`src/rtl/ksl_pkg.sv`:
```
// ----------------------------------------------------------------------------
// Key slot table package
// Shared sizes, codes and types of the key slot table.
// ----------------------------------------------------------------------------
package ksl_pkg;

	// Table size and derived widths.
	localparam int SLOTS = 4;
	localparam int IDX_W = (SLOTS > 1) ? $clog2(SLOTS) : 1;
	localparam int SCAN_W = IDX_W + 1;

	// Operation kinds.
	localparam logic [1:0] KIND_ADD    = 2'd0;
	localparam logic [1:0] KIND_REMOVE = 2'd1;
	localparam logic [1:0] KIND_LOOKUP = 2'd2;

	// Result codes.
	localparam logic [1:0] RC_OK       = 2'd0;
	localparam logic [1:0] RC_INVALID  = 2'd1;
	localparam logic [1:0] RC_MISMATCH = 2'd2;
	localparam logic [1:0] RC_NO_SPACE = 2'd3;

	// Slot status codes.
	localparam logic [1:0] ST_EMPTY    = 2'd0;
	localparam logic [1:0] ST_ACTIVE   = 2'd1;
	localparam logic [1:0] ST_RETIRING = 2'd2;

	// Outcome of the shared comparator.
	typedef struct packed {
		logic eq;
		logic lt;
	} cmp_res_t;

endpackage

```
`src/rtl/ksl_cmp_unit.sv`:
```
// ----------------------------------------------------------------------------
// Key slot table comparator
// Shared 64-bit equality and signed less-than compare used by the sequencer.
// ----------------------------------------------------------------------------
module ksl_cmp_unit (
	input  logic [63:0]      a,
	input  logic [63:0]      b,
	output ksl_pkg::cmp_res_t res
);

	// Equality for identifier checks, signed order for the window checks.
	always_comb begin
		res.eq = (a == b);
		res.lt = ($signed(a) < $signed(b));
	end

endmodule

```
`src/rtl/key_slot_table_with_validity.sv`:
```
// ----------------------------------------------------------------------------
// Key slot table with validity windows
// Holds key identifiers with status and a signed validity window per slot.
// ----------------------------------------------------------------------------
// Each transaction is handled by a small sequencer around one shared 64-bit
// comparator: an optional identifier check (add with a claimed identifier),
// a scan of the slots one per cycle that stops at the first match, two
// window compares for a lookup hit, and a finishing state that writes the
// table and loads the result register once that register is free. An item
// occupies the block from acceptance until it leaves the finishing state,
// and in_stall stays high meanwhile. The result register lets a new
// transaction start while the previous result still waits to be taken.
module key_slot_table_with_validity (
	input  logic               clk,
	input  logic               arst_n,
	input  logic               in_valid,
	output logic               in_stall,
	input  logic [1:0]         kind,
	input  logic [63:0]        key_id,
	input  logic               key_id_given,
	input  logic [63:0]        derived_id,
	input  logic signed [63:0] start_time,
	input  logic signed [63:0] end_time,
	input  logic [1:0]         new_status,
	input  logic signed [63:0] now_time,
	output logic               out_valid,
	input  logic               out_stall,
	output logic [1:0]         result_code,
	output logic               hit,
	output logic [1:0]         slot_index,
	output logic [1:0]         entry_status,
	output logic               valid_now,
	output logic signed [63:0] entry_start,
	output logic signed [63:0] entry_end,
	output logic [2:0]         entry_count
);

	localparam logic [2:0] S_IDLE   = 3'd0;
	localparam logic [2:0] S_VERIFY = 3'd1;
	localparam logic [2:0] S_SCAN   = 3'd2;
	localparam logic [2:0] S_WIN_LO = 3'd3;
	localparam logic [2:0] S_WIN_HI = 3'd4;
	localparam logic [2:0] S_FINISH = 3'd5;

	logic [2:0]  state_q;
	logic [1:0]  kind_q;
	logic [63:0] key_q;
	logic        given_q;
	logic [63:0] derived_q;
	logic [63:0] start_q;
	logic [63:0] end_q;
	logic [1:0]  status_q;
	logic [63:0] now_q;

	logic                      pre_err_q;
	logic [1:0]                pre_code_q;
	logic [ksl_pkg::SCAN_W-1:0] scan_q;
	logic                      found_q;
	logic [ksl_pkg::IDX_W-1:0] match_q;
	logic                      empty_found_q;
	logic [ksl_pkg::IDX_W-1:0] empty_q;
	logic                      bad_lo_q;
	logic                      valid_q;

	logic [1:0]  slot_state_q [ksl_pkg::SLOTS];
	logic [63:0] slot_id_q    [ksl_pkg::SLOTS];
	logic [63:0] slot_start_q [ksl_pkg::SLOTS];
	logic [63:0] slot_end_q   [ksl_pkg::SLOTS];
	logic [2:0]  count_q;

	logic                      in_acc;
	logic                      out_free;
	logic [ksl_pkg::IDX_W-1:0] scan_idx;
	logic                      scan_last;
	logic [63:0]               search_id;
	logic                      slot_match;
	logic                      slot_empty;
	logic [63:0]               cmp_a;
	logic [63:0]               cmp_b;
	ksl_pkg::cmp_res_t         cmp;

	assign in_stall  = (state_q != S_IDLE);
	assign in_acc    = in_valid && !in_stall;
	assign out_free  = !out_valid || !out_stall;
	assign scan_idx  = scan_q[ksl_pkg::IDX_W-1:0];
	assign scan_last = (scan_q == ksl_pkg::SCAN_W'(ksl_pkg::SLOTS - 1));
	assign search_id = (kind_q == ksl_pkg::KIND_ADD) ? derived_q : key_q;

	// Operand selection for the shared comparator.
	always_comb begin
		unique case (state_q)
			S_VERIFY: begin
				cmp_a = key_q;
				cmp_b = derived_q;
			end
			S_WIN_LO: begin
				cmp_a = now_q;
				cmp_b = slot_start_q[match_q];
			end
			S_WIN_HI: begin
				cmp_a = slot_end_q[match_q];
				cmp_b = now_q;
			end
			default: begin
				cmp_a = slot_id_q[scan_idx];
				cmp_b = search_id;
			end
		endcase
	end

	ksl_cmp_unit u_cmp (
		.a   (cmp_a),
		.b   (cmp_b),
		.res (cmp)
	);

	assign slot_empty = (slot_state_q[scan_idx] == ksl_pkg::ST_EMPTY);
	assign slot_match = !slot_empty && cmp.eq;

	// Sequencer and scan bookkeeping.
	always_ff @(posedge clk or negedge arst_n) begin
		if (!arst_n) begin
			state_q <= S_IDLE;
		end else begin
			unique case (state_q)
				S_IDLE: begin
					if (in_acc) begin
						if (kind == ksl_pkg::KIND_ADD) begin
							if (new_status != ksl_pkg::ST_ACTIVE &&
							    new_status != ksl_pkg::ST_RETIRING) begin
								state_q <= S_FINISH;
							end else if (key_id_given) begin
								state_q <= S_VERIFY;
							end else begin
								state_q <= S_SCAN;
							end
						end else if (kind == ksl_pkg::KIND_REMOVE ||
						             kind == ksl_pkg::KIND_LOOKUP) begin
							state_q <= S_SCAN;
						end else begin
							state_q <= S_FINISH;
						end
					end
				end
				S_VERIFY: begin
					state_q <= cmp.eq ? S_SCAN : S_FINISH;
				end
				S_SCAN: begin
					if (slot_match) begin
						state_q <= (kind_q == ksl_pkg::KIND_LOOKUP) ? S_WIN_LO : S_FINISH;
					end else if (scan_last) begin
						state_q <= S_FINISH;
					end
				end
				S_WIN_LO: begin
					state_q <= S_WIN_HI;
				end
				S_WIN_HI: begin
					state_q <= S_FINISH;
				end
				S_FINISH: begin
					if (out_free) begin
						state_q <= S_IDLE;
					end
				end
				default: begin
					state_q <= S_IDLE;
				end
			endcase
		end
	end

	// Transaction capture and per-item working registers.
	always_ff @(posedge clk) begin
		if (in_acc) begin
			kind_q        <= kind;
			key_q         <= key_id;
			given_q       <= key_id_given;
			derived_q     <= derived_id;
			start_q       <= start_time;
			end_q         <= end_time;
			status_q      <= new_status;
			now_q         <= now_time;
			scan_q        <= '0;
			found_q       <= 1'b0;
			empty_found_q <= 1'b0;
			valid_q       <= 1'b0;
			pre_err_q     <= 1'b0;
			pre_code_q    <= ksl_pkg::RC_INVALID;
			if (kind == ksl_pkg::KIND_ADD && new_status != ksl_pkg::ST_ACTIVE &&
			    new_status != ksl_pkg::ST_RETIRING) begin
				pre_err_q <= 1'b1;
			end
		end
		if (state_q == S_VERIFY && given_q && !cmp.eq) begin
			pre_err_q  <= 1'b1;
			pre_code_q <= ksl_pkg::RC_MISMATCH;
		end
		if (state_q == S_SCAN) begin
			scan_q <= scan_q + 1'b1;
			if (slot_match) begin
				found_q <= 1'b1;
				match_q <= scan_idx;
			end
			if (slot_empty && !empty_found_q) begin
				empty_found_q <= 1'b1;
				empty_q       <= scan_idx;
			end
		end
		// A zero bound means that side of the window is open.
		if (state_q == S_WIN_LO) begin
			bad_lo_q <= (slot_start_q[match_q] != 64'd0) && cmp.lt;
		end
		if (state_q == S_WIN_HI) begin
			valid_q <= !bad_lo_q && !((slot_end_q[match_q] != 64'd0) && cmp.lt);
		end
	end

	// Table status and occupancy; written in the finishing cycle.
	always_ff @(posedge clk or negedge arst_n) begin
		if (!arst_n) begin
			for (int i = 0; i < ksl_pkg::SLOTS; i++) begin
				slot_state_q[i] <= ksl_pkg::ST_EMPTY;
			end
			count_q <= '0;
		end else if (state_q == S_FINISH && out_free && !pre_err_q) begin
			if (kind_q == ksl_pkg::KIND_ADD) begin
				if (found_q) begin
					slot_state_q[match_q] <= status_q;
				end else if (empty_found_q) begin
					slot_state_q[empty_q] <= status_q;
					count_q               <= count_q + 3'd1;
				end
			end else if (kind_q == ksl_pkg::KIND_REMOVE && found_q) begin
				slot_state_q[match_q] <= ksl_pkg::ST_EMPTY;
				count_q               <= count_q - 3'd1;
			end
		end
	end

	// Slot payload; a removed slot is cleared to zero.
	always_ff @(posedge clk) begin
		if (state_q == S_FINISH && out_free && !pre_err_q) begin
			if (kind_q == ksl_pkg::KIND_ADD) begin
				if (found_q) begin
					slot_id_q[match_q]    <= derived_q;
					slot_start_q[match_q] <= start_q;
					slot_end_q[match_q]   <= end_q;
				end else if (empty_found_q) begin
					slot_id_q[empty_q]    <= derived_q;
					slot_start_q[empty_q] <= start_q;
					slot_end_q[empty_q]   <= end_q;
				end
			end else if (kind_q == ksl_pkg::KIND_REMOVE && found_q) begin
				slot_id_q[match_q]    <= '0;
				slot_start_q[match_q] <= '0;
				slot_end_q[match_q]   <= '0;
			end
		end
	end

	// Result register valid flag.
	always_ff @(posedge clk or negedge arst_n) begin
		if (!arst_n) begin
			out_valid <= 1'b0;
		end else if (state_q == S_FINISH && out_free) begin
			out_valid <= 1'b1;
		end else if (!out_stall) begin
			out_valid <= 1'b0;
		end
	end

	// Result payload; error results carry zero fields apart from the code and the entry count.
	always_ff @(posedge clk) begin
		if (state_q == S_FINISH && out_free) begin
			result_code  <= ksl_pkg::RC_INVALID;
			hit          <= 1'b0;
			slot_index   <= '0;
			entry_status <= ksl_pkg::ST_EMPTY;
			valid_now    <= 1'b0;
			entry_start  <= '0;
			entry_end    <= '0;
			entry_count  <= count_q;
			if (pre_err_q) begin
				result_code <= pre_code_q;
			end else if (kind_q == ksl_pkg::KIND_ADD) begin
				if (found_q || empty_found_q) begin
					result_code  <= ksl_pkg::RC_OK;
					hit          <= 1'b1;
					slot_index   <= 2'(found_q ? match_q : empty_q);
					entry_status <= status_q;
					entry_start  <= start_q;
					entry_end    <= end_q;
					entry_count  <= found_q ? count_q : count_q + 3'd1;
				end else begin
					result_code <= ksl_pkg::RC_NO_SPACE;
				end
			end else if (kind_q == ksl_pkg::KIND_REMOVE) begin
				if (found_q) begin
					result_code <= ksl_pkg::RC_OK;
					hit         <= 1'b1;
					slot_index  <= 2'(match_q);
					entry_count <= count_q - 3'd1;
				end
			end else if (kind_q == ksl_pkg::KIND_LOOKUP) begin
				if (found_q) begin
					result_code  <= ksl_pkg::RC_OK;
					hit          <= 1'b1;
					slot_index   <= 2'(match_q);
					entry_status <= slot_state_q[match_q];
					valid_now    <= valid_q;
					entry_start  <= slot_start_q[match_q];
					entry_end    <= slot_end_q[match_q];
				end
			end
		end
	end

endmodule
```
`config.mk`:
```
export PLATFORM = sky130hd
export DESIGN_NAME = key_slot_table_with_validity
export DESIGN_NICKNAME = d
export VERILOG_FILES = /design/src/rtl/ksl_pkg.sv /design/src/rtl/ksl_cmp_unit.sv /design/src/rtl/key_slot_table_with_validity.sv
export SDC_FILE = /design/constraint.sdc
export NUM_CORES = 1
export LEC_CHECK = 0
export ABC_AREA = 0
export BUFFER_PORTS_ARGS = -buffer_cell sky130_fd_sc_hd__buf_4
export CAP_MARGIN = 20
export CORE_ASPECT_RATIO = 1.2
export CORE_UTILIZATION = 54
export DETAILED_ROUTE_END_ITERATION = 10
export HOLD_SLACK_MARGIN = 0.1
export PLACE_DENSITY = 0.83
export SLEW_MARGIN = 20
export SYNTH_ARGS = -nofsm -noshare
export SYNTH_HDL_FRONTEND = slang
export SYNTH_HIERARCHICAL = 1
export SYNTH_SLANG_ARGS = --single-unit
```
`constraint.sdc`:
```
create_clock -name clk -period 17.4 [get_ports clk]
set_input_delay 2.61 -clock clk [delete_from_list [all_inputs] [get_ports clk]]
set_output_delay 2.61 -clock clk [all_outputs]
set_load 0.05 [all_outputs]
```
==> results.cfg <==
[status]
outcome = finished, final reports clean

[worst_setup_path]
required_ps = 18020
rrSetupSlack_ps = 10840
critical_path_class = register to register
cp-start-kind = register
end_kind = register
rr_worst_depth = 14
cp.arrival_ps = 7180
worstPathMaxFanout = 49

[finish]
syn2layout_area_growth_pct = 16.8
drive_gt1_share_pct = 26.5
fin_nets = 3779
num-fill-cells = 6453

[synthesis]
avgSynthCellArea_um2 = 17.6
synthTopCellsByArea = edfxtp_1, mux4_2, and2_1, a22o_1, o221ai_1
synthAdderAreaFrac_pct = 1.71
synth_enable_flop_cells = 1241
synthFlopType = edfxtp_1
synth.net_count = 3345
synth.area.mux_share_pct = 9.84
synth_area_leader_cell = edfxtp_1
synth_compound_area_share_pct = 8.11
synthSimpleGateAreaFrac_pct = 5.24
syn_area_mm2 = 0.0519
synth_top_family_by_area = multiplexers
synth.distinct_cells = 64
syn_inst = 2945
synth_top_cell_area_share_pct = 71.8
seq_area_frac_synth_pct = 72.9
synth-seq-cells = 1265
synth-warning-count = 6
synth_xor_area_share_pct = 0.0844
async_flop_share_pct = 1.19

[global_routing]
grt_pass1_vias = 30800
antenna_found_initial = 3
grt_max_degree = 193
overflow = 0
grt_pass1_wl_um = 208000
grt_use_total_pct = 29.3

[sta]
slew_headroom_pct = 23.8
post-route-period-util_pct = 37.7
fin_hold_ws_ps = 453
slew_viol_final = 0
finalHoldViolations = 0
grt_setup_unrepaired = false
worstMarginPinSlew_ps = 1140
setup_viol = 0
finClkSkew_ps = 49.6
period_needed_ps = 6560
final.setup.tns_ps = 0
fmax_ghz = 0.152

[cts]
cts_resized = 0
cts_hold_buf = 0
path_clk_slew_ps = 60
post_cts_buffers = 0
clock_latency_ps = 730
cts_buffers = 117
cts_sinks = 1265
tritoncts = yes
htree_levels = 3
cts-root-buf = clkbuf_16
cts_buffer_depth = 3

[power_and_ir_drop]
power.density_mw_per_mm2 = 152
ir_worst_vdd_mv = 0.105
leakage_nw = 20.5

[floorplan]
die_area_mm2 = 0.0973
initial_utilization_pct = 54.4
io_pins = 470
chipHeight_um = 342
placementRows = 124
core-area_mm2 = 0.0953
dieWidth_um = 285

[route]
route.vias.total = 31400
drc_errors = 0
dr.pass1.iters = 5
drtAntennaViolNets = 0
viasPerCell = 6.62
wl_um = 144000
wl_per_cell_um = 30.4
drt_iter0_drc = 4098

[placement]
portBuffers = 469
routabilityCongestion = 0.891
hpwl_um = 91600

[hold_path]
worstHoldPathCells = 2
min_to = pre_code_q[1]
min_path_type = register to register
min_from = pre_code_q[1]

[flow_run]
max_cap_viol_count = 0
-- final cells by class --
class | count | area, um^2 | area share, %
Sequential cell | 1265 | 37800 | 62.5
Clock inverter | 85 | 950 | 1.57
Inverter | 86 | 348 | 0.574
Multi-Input combinational cell | 1403 | 13000 | 21.5
Tap cell | 1260 | 1580 | 2.60
Timing Repair Buffer | 506 | 3820 | 6.31
Antenna cell | 1 | 2.50 | 0.00413
Clock buffer | 134 | 3010 | 4.97
-- state kept, by name (all words and copies together), names as in the netlist, 3 cells and up, named ones only --
name,flops
count_q,3
derived_q,64
end_q,64
entry_count,3
entry_end,64
entry_start,64
key_q,64
now_q,64
scan_q,3
slot_end_q,256
slot_id_q,256
slot_start_q,256
slot_state_q,8
start_q,64
state_q,3
-- power by group --
group          total, mW  internal [mW]  switching, mW
Sequential          4.08           3.80          0.278
Combinational       2.51          0.893           1.61
Clock               2.64           1.49           1.15
-- synthesized netlist by cell type, types with 5 or more instances --
library cell / number
nand2_1: 43
mux4_2: 195
dfxtp_1: 9
nor2_1: 157
ha_1: 71
o21ai_0: 17
mux2i_1: 69
buf_1: 32
nor4_1: 34
nand3_1: 10
nand4_1: 23
o221ai_1: 128
nor3_1: 11
dfrtp_1: 15
buf_2: 16
and2_1: 194
a221oi_1: 67
nor2b_1: 6
or2_2: 5
edfxtp_1: 1241
o22ai_1: 66
inv_1: 86
a21oi_1: 103
clkbuf_1: 138
a22o_1: 138
nand2b_1: 7
a21o_1: 6
-- cell families after synthesis --
kind of cell | after synthesis
DFF | 1265
AOI/OAI and AO/OA | 553
and+or+nand+nor | 508
buffers and inverters | 277
muxes | 266
adders and majority gates | 71
xor gates and xnor gates | 5
-- layer usage --
layer	vias to the layer above	global-route usage, %	wire length (um)
li1	13000	-	-
met1	15900	39.8	53900
met2	2236	45.9	68400
met3	326	6.19	15300
met4	2	13.1	6630
met5	-	0	13
-- layout by cell type (no fill, tap or decap), types with 4 or more instances in the layout --
master	instances
nand2b_1	6
ha_1	71
clkbuf_1	16
inv_6	4
clkinv_2	22
mux4_2	195
a22o_1	138
o22ai_1	66
a21oi_1	102
nor2_1	155
clkinvlp_4	12
clkbuf_16	118
or2_2	5
and2_1	193
nand3_1	10
dfxtp_4	4
a21o_1	6
clkinv_1	17
nand2_1	40
nor4_1	34
nor2b_1	5
buf_4	504
o221ai_1	128
clkinv_4	8
inv_1	82
mux2i_1	69
edfxtp_1	1241
dfxtp_1	5
nand4_1	23
a221oi_1	67
bufinv_16	16
inv_8	4
dfrtp_1	13
nor3_1	10
o21ai_0	17
-- critical path: stages, from the launching register on --
cell and delay, ps:
dfxtp_4 850, buf_4 910, buf_4 940, mux4_2 510, nor2_1 100, a221oi_1 280
inv_1 80, ha_1 320, nand4_1 190, nor4_1 600, nand4_2 250, nor2_1 510
nand2_1 90, nor2_1 330, mux2_2 380
-- through the flow --
stage | total power [mW] | cell area [um^2] | setup slack (ps) | instances | util, %
after global placement | 6.52 | 56600 | 10920 | 4520 | 59.4
after global routing | 9.54 | 60600 | 10190 | 4739 | 63.6
after floorplan | 5.82 | 51900 | 1490 | 2945 | -
final | 9.22 | 60600 | 10840 | 4740 | 63.6
after detailed placement | 6.56 | 56600 | 10770 | 4520 | 59.4
after CTS | 9.19 | 60600 | 10750 | 4739 | 63.6
-- worst max-delay path by stage --
| stage | start | to | slack, ps |
|---|---|---|---|
| final | register | register | 10840 |
| after global placement | register | register | 10920 |
| after detailed placement | register | register | 10770 |
| after floorplan | out_stall | slot_end_q[3][0] | 1490 |
| after CTS | register | register | 10750 |
| after global routing | register | register | 10190 |
(Power assumes the default switching activity.)
